`src/sv/assert_macros.svh`:
```
// Assertion macros shared by the decoder RTL.
// Included by every module that carries concurrent checks.
`ifndef ASSERT_MACROS_SVH
`define ASSERT_MACROS_SVH

// The expression must hold at every clock edge outside reset.
`define UDC_ASSERT(lbl, clk, rst_n, expr) \
    lbl: assert property (@(posedge clk) disable iff (!rst_n) (expr)) \
        else $error("udc assertion failed");

// When the trigger holds, the consequence must hold in the next cycle.
`define UDC_ASSERT_NEXT(lbl, clk, rst_n, trig, cons) \
    lbl: assert property (@(posedge clk) disable iff (!rst_n) (trig) |=> (cons)) \
        else $error("udc assertion failed");

`endif

```
`src/sv/udc_pkg.sv`:
```
// Types, constants and classing function for the UTF-8 decoder.
// Used by every module of the decoder; depends on nothing else.
package udc_pkg;

    localparam int UDC_QUEUE_DEPTH = 4;

    localparam logic [20:0] MAX_CODE_POINT = 21'h10FFFF;
    localparam logic [20:0] SURROGATE_LO   = 21'h00D800;
    localparam logic [20:0] SURROGATE_HI   = 21'h00DFFF;
    localparam logic [20:0] MIN_LEN2       = 21'h000080;
    localparam logic [20:0] MIN_LEN3       = 21'h000800;
    localparam logic [20:0] MIN_LEN4       = 21'h010000;

    localparam logic [1:0] CLASS_OTHER = 2'd0;
    localparam logic [1:0] CLASS_CJK   = 2'd1;
    localparam logic [1:0] CLASS_ALNUM = 2'd2;

    typedef struct packed {
        logic [7:0] text_byte;
        logic       end_of_text;
    } t_byte_item;

    typedef struct packed {
        logic        decoded_ok;
        logic [20:0] code_value;
        logic [1:0]  char_class;
        logic        last_of_run;
    } t_result;

    // Everything one input byte causes: some rejections, then at most one code point.
    typedef struct packed {
        logic [2:0]  reject_count;
        logic        point_ok;
        logic [20:0] point_value;
        logic [1:0]  point_class;
    } t_work;

    typedef struct packed {
        logic [20:0] value;
        logic [1:0]  cls;
    } t_classed;

    function automatic t_classed classify(input logic [20:0] v);
        t_classed c;
        c.value = v;
        c.cls   = CLASS_OTHER;
        if ((v >= 21'h03400 && v <= 21'h04DBF) || (v >= 21'h04E00 && v <= 21'h09FFF) ||
            (v >= 21'h0F900 && v <= 21'h0FAFF) || (v >= 21'h20000 && v <= 21'h2FA1F) ||
            (v >= 21'h30000 && v <= 21'h323AF)) begin
            c.cls = CLASS_CJK;
        end else if (v >= 21'h41 && v <= 21'h5A) begin
            c.value = v + 21'h20;
            c.cls   = CLASS_ALNUM;
        end else if ((v >= 21'h61 && v <= 21'h7A) || (v >= 21'h30 && v <= 21'h39)) begin
            c.cls = CLASS_ALNUM;
        end
        return c;
    endfunction

endpackage

```
`src/sv/udc_front.sv`:
```
// Front end: holds the open UTF-8 sequence and turns each byte into at most one work item.
// Depends on udc_pkg and assert_macros.svh.
`include "assert_macros.svh"

module udc_front (
    input  logic               i_clk,
    input  logic               i_rst_n,
    input  logic               i_accept,
    input  udc_pkg::t_byte_item i_item,
    output logic               o_work_valid,
    output udc_pkg::t_work     o_work
);
    import udc_pkg::*;

    logic [1:0]  r_pend_count, n_pend_count;
    logic [2:0]  r_exp_len, n_exp_len;
    logic [20:0] r_partial, n_partial;

    logic [7:0]  b;
    logic [20:0] ext_value;
    logic        do_lead;
    logic        bad_value;
    logic [2:0]  rejects;
    logic        point_ok;
    logic [20:0] point_raw;
    logic [20:0] min_value;
    t_classed    classed;

    always_comb begin
        b            = i_item.text_byte;
        ext_value    = {r_partial[14:0], b[5:0]};
        n_pend_count = r_pend_count;
        n_exp_len    = r_exp_len;
        n_partial    = r_partial;
        do_lead      = 1'b0;
        rejects      = 3'd0;
        point_ok     = 1'b0;
        point_raw    = 21'd0;
        bad_value    = 1'b0;
        unique case (r_exp_len)
            3'd2:    min_value = MIN_LEN2;
            3'd3:    min_value = MIN_LEN3;
            default: min_value = MIN_LEN4;
        endcase

        if (r_pend_count == 2'd0) begin
            do_lead = 1'b1;
        end else if (b[7:6] != 2'b10) begin
            // Broken sequence: reject what is held, then read this byte as a new lead.
            rejects      = {1'b0, r_pend_count};
            n_pend_count = 2'd0;
            n_exp_len    = 3'd0;
            n_partial    = 21'd0;
            do_lead      = 1'b1;
        end else if (({1'b0, r_pend_count} + 3'd1) < r_exp_len) begin
            n_pend_count = r_pend_count + 2'd1;
            n_partial    = ext_value;
        end else begin
            bad_value = (ext_value < min_value) || (ext_value > MAX_CODE_POINT) ||
                        (ext_value >= SURROGATE_LO && ext_value <= SURROGATE_HI);
            if (bad_value) begin
                rejects = {1'b0, r_pend_count} + 3'd1;
            end else begin
                point_ok  = 1'b1;
                point_raw = ext_value;
            end
            n_pend_count = 2'd0;
            n_exp_len    = 3'd0;
            n_partial    = 21'd0;
        end

        if (do_lead) begin
            if (b[7] == 1'b0) begin
                point_ok  = 1'b1;
                point_raw = {14'd0, b[6:0]};
            end else if (b[7:5] == 3'b110) begin
                n_pend_count = 2'd1;
                n_exp_len    = 3'd2;
                n_partial    = {16'd0, b[4:0]};
            end else if (b[7:4] == 4'b1110) begin
                n_pend_count = 2'd1;
                n_exp_len    = 3'd3;
                n_partial    = {17'd0, b[3:0]};
            end else if (b[7:3] == 5'b11110) begin
                n_pend_count = 2'd1;
                n_exp_len    = 3'd4;
                n_partial    = {18'd0, b[2:0]};
            end else begin
                rejects = rejects + 3'd1;
            end
        end

        // At the end of the text every byte still held is rejected.
        if (i_item.end_of_text && n_pend_count != 2'd0) begin
            rejects      = rejects + {1'b0, n_pend_count};
            n_pend_count = 2'd0;
            n_exp_len    = 3'd0;
            n_partial    = 21'd0;
        end

        classed             = classify(point_raw);
        o_work.reject_count = rejects;
        o_work.point_ok     = point_ok;
        o_work.point_value  = classed.value;
        o_work.point_class  = classed.cls;
        o_work_valid        = i_accept && (point_ok || rejects != 3'd0);
    end

    always_ff @(posedge i_clk) begin
        if (!i_rst_n) begin
            r_pend_count <= 2'd0;
            r_exp_len    <= 3'd0;
            r_partial    <= 21'd0;
        end else if (i_accept) begin
            r_pend_count <= n_pend_count;
            r_exp_len    <= n_exp_len;
            r_partial    <= n_partial;
        end
    end

    `UDC_ASSERT(a_open_len, i_clk, i_rst_n, (r_pend_count == 2'd0) || ({1'b0, r_pend_count} < r_exp_len))
    `UDC_ASSERT(a_no_empty_len, i_clk, i_rst_n, (r_pend_count != 2'd0) || (r_exp_len == 3'd0))
    `UDC_ASSERT(a_work_size, i_clk, i_rst_n, !o_work_valid || ({1'b0, o_work.reject_count} + {3'd0, o_work.point_ok} <= 4'd4))

endmodule

```
`src/sv/udc_queue.sv`:
```
// Short register queue of work items between the front end and the result sequencer.
// Depends on udc_pkg and assert_macros.svh.
`include "assert_macros.svh"

module udc_queue #(
    parameter int Depth = udc_pkg::UDC_QUEUE_DEPTH
) (
    input  logic           i_clk,
    input  logic           i_rst_n,
    input  logic           i_wr,
    input  udc_pkg::t_work i_wr_data,
    input  logic           i_rd,
    output logic           o_full,
    output logic           o_empty,
    output udc_pkg::t_work o_head
);
    import udc_pkg::*;

    localparam int PtrW = (Depth > 1) ? $clog2(Depth) : 1;
    localparam int CntW = $clog2(Depth + 1);
    localparam logic [PtrW-1:0] LastPtr = PtrW'(Depth - 1);
    localparam logic [CntW-1:0] FullCnt = CntW'(Depth);

    t_work          r_slots [Depth];
    logic [PtrW-1:0] r_wr_ptr, n_wr_ptr;
    logic [PtrW-1:0] r_rd_ptr, n_rd_ptr;
    logic [CntW-1:0] r_count, n_count;

    assign o_full  = (r_count == FullCnt);
    assign o_empty = (r_count == '0);
    assign o_head  = r_slots[r_rd_ptr];

    always_comb begin
        n_wr_ptr = r_wr_ptr;
        n_rd_ptr = r_rd_ptr;
        n_count  = r_count;
        if (i_wr) begin
            n_wr_ptr = (r_wr_ptr == LastPtr) ? '0 : r_wr_ptr + PtrW'(1);
        end
        if (i_rd) begin
            n_rd_ptr = (r_rd_ptr == LastPtr) ? '0 : r_rd_ptr + PtrW'(1);
        end
        if (i_wr && !i_rd) begin
            n_count = r_count + CntW'(1);
        end else if (!i_wr && i_rd) begin
            n_count = r_count - CntW'(1);
        end
    end

    always_ff @(posedge i_clk) begin
        if (!i_rst_n) begin
            r_wr_ptr <= '0;
            r_rd_ptr <= '0;
            r_count  <= '0;
        end else begin
            r_wr_ptr <= n_wr_ptr;
            r_rd_ptr <= n_rd_ptr;
            r_count  <= n_count;
        end
    end

    always_ff @(posedge i_clk) begin
        if (i_wr) begin
            r_slots[r_wr_ptr] <= i_wr_data;
        end
    end

    `UDC_ASSERT(a_no_overflow, i_clk, i_rst_n, !(i_wr && o_full))
    `UDC_ASSERT(a_no_underflow, i_clk, i_rst_n, !(i_rd && o_empty))
    `UDC_ASSERT_NEXT(a_fill_grows, i_clk, i_rst_n, i_wr && !i_rd, !o_empty)

endmodule

```
`src/sv/udc_back.sv`:
```
// Result sequencer: expands the head work item into single results, one per pop.
// Depends on udc_pkg and assert_macros.svh.
`include "assert_macros.svh"

module udc_back (
    input  logic             i_clk,
    input  logic             i_rst_n,
    input  logic             i_have_work,
    input  udc_pkg::t_work   i_work,
    input  logic             i_take,
    output logic             o_retire,
    output udc_pkg::t_result o_result
);
    import udc_pkg::*;

    logic [2:0] r_index, n_index;
    logic [2:0] total;
    logic       in_rejects;
    logic       is_last;

    always_comb begin
        total      = i_work.reject_count + {2'd0, i_work.point_ok};
        in_rejects = (r_index < i_work.reject_count);
        is_last    = ((r_index + 3'd1) == total);

        o_result.decoded_ok  = !in_rejects;
        o_result.code_value  = in_rejects ? 21'd0 : i_work.point_value;
        o_result.char_class  = in_rejects ? CLASS_OTHER : i_work.point_class;
        o_result.last_of_run = is_last;

        o_retire = i_take && is_last;
        n_index  = r_index;
        if (o_retire) begin
            n_index = 3'd0;
        end else if (i_take) begin
            n_index = r_index + 3'd1;
        end
    end

    always_ff @(posedge i_clk) begin
        if (!i_rst_n) begin
            r_index <= 3'd0;
        end else begin
            r_index <= n_index;
        end
    end

    `UDC_ASSERT(a_index_in_item, i_clk, i_rst_n, !i_have_work || (r_index < total))
    `UDC_ASSERT(a_idle_index, i_clk, i_rst_n, i_have_work || (r_index == 3'd0))

endmodule

```
`src/sv/utf8_decode_classify_unit.sv`:
```
// Strict UTF-8 decoder with character classing, top level.
// Depends on udc_pkg, udc_front, udc_queue, udc_back and assert_macros.svh.
//
// Input side: one text byte per request, pushed with push while full is low.
// A byte may arrive every cycle. Set end_of_text on the last byte of a text;
// any sequence still open is then rejected with one result per held byte.
// Result side: while empty is low the oldest result sits on o_result; pop
// takes it. One byte gives zero to four results (zero when it only opens or
// extends a sequence); last_of_run marks the final result of its byte.
// The results of a byte are registered in the work queue when the byte is taken.
// Throughput: one byte per cycle while each byte gives at most one result;
// the sequencer delivers one result per cycle, so a rejection burst of up to
// four results is absorbed by the work queue of QueueDepth items.
// When the receiver stalls the queue fills and full rises; no byte or result
// is lost. Reset (synchronous) closes any open sequence and empties the queue.
module utf8_decode_classify_unit #(
    parameter int QueueDepth = udc_pkg::UDC_QUEUE_DEPTH
) (
    input  logic                i_clk,
    input  logic                i_rst_n,
    input  logic                push,
    output logic                full,
    input  udc_pkg::t_byte_item i_byte_item,
    output logic                empty,
    input  logic                pop,
    output udc_pkg::t_result    o_result
);
    import udc_pkg::*;

    logic  accept;
    logic  work_valid;
    t_work work;
    t_work head;
    logic  q_empty;
    logic  retire;

    assign accept = push && !full;
    assign empty  = q_empty;

    udc_front u_front (
        .i_clk        (i_clk),
        .i_rst_n      (i_rst_n),
        .i_accept     (accept),
        .i_item       (i_byte_item),
        .o_work_valid (work_valid),
        .o_work       (work)
    );

    udc_queue #(
        .Depth (QueueDepth)
    ) u_queue (
        .i_clk     (i_clk),
        .i_rst_n   (i_rst_n),
        .i_wr      (work_valid),
        .i_wr_data (work),
        .i_rd      (retire),
        .o_full    (full),
        .o_empty   (q_empty),
        .o_head    (head)
    );

    udc_back u_back (
        .i_clk       (i_clk),
        .i_rst_n     (i_rst_n),
        .i_have_work (!q_empty),
        .i_work      (head),
        .i_take      (pop && !q_empty),
        .o_retire    (retire),
        .o_result    (o_result)
    );

endmodule
```
`config.mk`:
```
export PLATFORM = sky130hd
export DESIGN_NAME = utf8_decode_classify_unit
export DESIGN_NICKNAME = d
export VERILOG_FILES = /design/src/sv/udc_pkg.sv /design/src/sv/udc_front.sv /design/src/sv/udc_queue.sv /design/src/sv/udc_back.sv /design/src/sv/utf8_decode_classify_unit.sv
export VERILOG_INCLUDE_DIRS = /design/src /design/src/sv
export SDC_FILE = /design/constraint.sdc
export NUM_CORES = 1
export LEC_CHECK = 0
export BUFFER_PORTS_ARGS = -buffer_cell sky130_fd_sc_hd__buf_4
export CORE_MARGIN = 2
export CORE_UTILIZATION = 35
export CTS_CLUSTER_DIAMETER = 150
export DETAILED_ROUTE_END_ITERATION = 16
export SYNTH_ARGS = -nofsm -noshare
export SYNTH_HDL_FRONTEND = slang
export SYNTH_SLANG_ARGS = --single-unit
export TNS_END_PERCENT = 20
```
`constraint.sdc`:
```
create_clock -name i_clk -period 12.9 [get_ports i_clk]
set_clock_uncertainty 0.2 [all_clocks]
set_input_delay 2.58 -clock i_clk [delete_from_list [all_inputs] [get_ports i_clk]]
set_output_delay 2.58 -clock i_clk [all_outputs]
set_load 0.1 [all_outputs]
```
==> flow_summary.json <==
{
  "postCtsSetupBuffers": 0,
  "rsz0062_at_grt": "no",
  "die_area_sq_um": 21240,
  "cts-hold-fix-buffers": 0,
  "slew_violations": 0,
  "detailedPlacementHpwl_mm": 10.52,
  "layoutNonFillerInstCount": 863,
  "ctsResizeCount": 0,
  "grt_pass1_wl_mm": 24.86,
  "multi_input_comb_area_sq_um": 2930,
  "maxClockFrequency_ghz": 0.1506,
  "synth_enable_flop_cells": 108,
  "drv.max_cap_violation_count": 0,
  "syn2layout_area_growth_pct": 16.85,
  "max-vdd-ir-drop_mv": 0.09037,
  "cts_buffer_depth": 2,
  "num_rows": 51,
  "ys_seq_area_frac": 0.5524,
  "synth_seq_cells": 140,
  "num_antenna_cells": 0,
  "cts_inserted_buffers": 17,
  "initial_utilization": 0.3589,
  "worst_hold_startpoint": "u_queue.r_wr_ptr[1]",
  "timing.rr.end": "u_queue.r_count[2]",
  "crit_end_category": "register",
  "first_global_vias": 4609,
  "critPathMaxStageDelay_ps": 560,
  "holdWs_ps": 323.4,
  "clock_latency_ps": 420,
  "synthCells": 555,
  "tritoncts": "built",
  "average_wire_length_per_cell_after_detail_routing_um": 17.79,
  "reg2regPathDepth": 18,
  "die_h_um": 145.7,
  "drive_gt1_frac": 0.2074,
  "grt_max_degree": 33,
  "hold_wc_path_type": "reg -> reg",
  "timing.setup.tns_ps": 0,
  "cts_htree_levels": 4,
  "postSynthNetCount": 594,
  "drt-total-wl_mm": 15.36,
  "route.antenna.remaining_nets": 0,
  "finalPower_w": 0.001519,
  "fin_crit_sh": 0.5148,
  "yosysWarningCount": 0,
  "numClockSinks": 140,
  "n_fill_cell": 1845,
  "final.min_clock_period_ps": 6641,
  "syn_area_per_cell_sq_um": 12.67,
  "post_synth_main_area_contributors": "sky130_fd_sc_hd__edfxtp_1 (46%), sky130_fd_sc_hd__dfxtp_1 (9.1%), sky130_fd_sc_hd__mux4_2 (8.6%), sky130_fd_sc_hd__nor2b_1 (4.4%), sky130_fd_sc_hd__ha_1 (4.3%)",
  "timing.hold.worst_path_depth": 2,
  "post_synthesis_cell_type_with_the_largest_combined_area": "sky130_fd_sc_hd__edfxtp_1",
  "clock-root-buffer": "sky130_fd_sc_hd__clkbuf_16",
  "die_w_um": 145.7,
  "worstHoldEndpoint": "u_queue.r_wr_ptr[1]",
  "crit_chain": "buf_4 -> nor3b_2 -> and2_0 -> a32o_1 -> ha_1 -> mux2i_1 -> fa_1 -> mux2i_1 -> o41a_1 -> ha_1 -> inv_1 -> fa_1 -> xor2_1 -> or3_1 -> a21boi_0",
  "p_per_cell_area_nw_per_um2": 184.9,
  "antenna_found_initial": 0,
  "layout.core_utilization": 0.4194,
  "postSynth.topFlopCell": "sky130_fd_sc_hd__edfxtp_1",
  "crit-reg2reg-launch": "u_front.r_pend_count[0]",
  "cellLeakagePower_nw": 2.841,
  "placeableCoreArea_sq_um": 19590,
  "synth.most_common_cell": "sky130_fd_sc_hd__edfxtp_1",
  "replace_congestion": 0.8882,
  "numPlacedInstances": 831,
  "drt-pass1-iter-count": 5,
  "ios": 40,
  "drt_first_iter_violations": 353,
  "critical_path.startpoint_type": "input pin",
  "path_class": "in -> reg",
  "path_clk_slew_ps": 60,
  "gr-usage-all-layers": 0.1501,
  "worstPathRequired_ps": 13040,
  "routed-via-count": 4582,
  "synthArstFlopShare": 0,
  "drc_violations_left": 0,
  "reg_to_reg_setup_timing_slack_ps": 7140,
  "global_route.overflow_total": 0,
  "route.detailed.vias_per_inst": 5.309,
  "area.sequential_sq_um": 3885,
  "status": "finished, final reports clean",
  "place.port_buffers": 39,
  "synth_top_cell_area_share": 0.4613,
  "worst_slew_pin_slew_ps": 1002,
  "finalNetCount": 624,
  "synth.lib_cells_used.distinct": 68,
  "worstPathArrival_ps": 6780,
  "max-slew-margin-rel": 0.3322,
  "setup-violations-final": 0,
  "timing_hold_violations_final": 0,
  "mappedNetlistArea_sq_um": 7030,
  "highest_delay_cell_along_the_critical_path": "sky130_fd_sc_hd__and2_0",
  "synth.top_cells.by_count": "sky130_fd_sc_hd__edfxtp_1 (108), sky130_fd_sc_hd__nor2b_1 (49), sky130_fd_sc_hd__dfxtp_1 (32), sky130_fd_sc_hd__nand2_1 (30)",
  "critical_path_peak_fanout": 15
}
==> final cells by class <==
cell class                      instances  share of cell area
Inverter                               21            0.009595
Multi-Input combinational cell        360              0.3567
Tap cell                              265             0.04036
Timing Repair Buffer                   45             0.04112
Clock inverter                         15             0.02757
Sequential cell                       140              0.4729
Clock buffer                           17             0.05178
==> cells in the final DEF, fill, tap and decap left out, types with 9 or more instances in the layout <==
cell | Yosys | layout
sky130_fd_sc_hd__edfxtp_1 | 108 | 108
sky130_fd_sc_hd__nand4_1 | 9 | 9
sky130_fd_sc_hd__a21oi_1 | 19 | 18
sky130_fd_sc_hd__nand2_1 | 30 | 30
sky130_fd_sc_hd__clkbuf_16 | 0 | 17
sky130_fd_sc_hd__a22oi_1 | 13 | 13
sky130_fd_sc_hd__nor3_1 | 20 | 20
sky130_fd_sc_hd__nor2b_1 | 49 | 49
sky130_fd_sc_hd__nor2_1 | 17 | 17
sky130_fd_sc_hd__and3_1 | 15 | 15
sky130_fd_sc_hd__mux4_2 | 27 | 27
sky130_fd_sc_hd__o21ai_0 | 12 | 12
sky130_fd_sc_hd__inv_1 | 21 | 21
sky130_fd_sc_hd__buf_4 | 1 | 45
sky130_fd_sc_hd__and2_1 | 14 | 14
sky130_fd_sc_hd__dfxtp_1 | 32 | 31
sky130_fd_sc_hd__ha_1 | 24 | 24
==> registers in the layout (all words and copies together) (netlist names), named ones only <==
name                  count
u_front.r_exp_len         3
u_queue.r_rd_ptr          2
u_back.r_index            3
u_front.r_pend_count      2
u_queue.r_wr_ptr          2
u_queue.r_count           3
u_front.r_partial        15
u_queue.r_slots         108
==> metrics by stage <==
step	setup slack (ps)	area, sq um
final	6259	8215
after global routing	5913	8215
after CTS	6242	8215
after detailed placement	5858	7564
after global placement	6070	7564
after floorplan	6302	7030
==> worst max-delay path: cells and delay by family <==
family / cells / cell delay [ps]
mux: 2 / 550
buf+inv: 2 / 190
xor+xnor: 1 / 180
fa+ha+maj: 4 / 1310
compound gates: 3 / 810
simple gates: 3 / 1150
==> worst max-delay path by stage <==
stage / start / end / slack (ps) / cells past startpoint
after floorplan: register / o_result[10] / 6300 / 9
after CTS: register / o_result[10] / 6240 / 7
final: i_byte_item[7] / u_queue.r_count[2] / 6260 / 15
after global routing: i_byte_item[7] / u_queue.r_count[2] / 5910 / 15
after detailed placement: i_byte_item[7] / u_queue.r_count[2] / 5860 / 15
after global placement: i_byte_item[7] / u_queue.r_count[2] / 6070 / 15
==> per-layer routing <==
layer | track usage | up-vias | routed length [um]
li1 | - | 2176 | -
met1 | 0.1936 | 2258 | 7018
met2 | 0.2474 | 136 | 7353
met3 | 0.04138 | 12 | 825
met4 | 0.04510 | 0 | 160
met5 | 0 | - | 0
==> where the power goes <==
group | leakage, nW | switching [W] | internal (W)
clock network | 0.312 | 0.000202 | 0.000331
logic | 1.30 | 0.000306 | 0.000125
registers | 1.23 | 0.0000296 | 0.000526
total | 2.84 | 0.000537 | 0.000982
==> cell families after synthesis <==
family                     share of synthesized area
and+or+nand+nor                               0.1600
muxes                                        0.09824
adders and majority gates                    0.04841
AOI/OAI and AO/OA                            0.09593
xor gates and xnor gates                     0.01370
buffers and inverters                        0.03132
DFF                                           0.5524
Power figures use the tool's default switching activity.
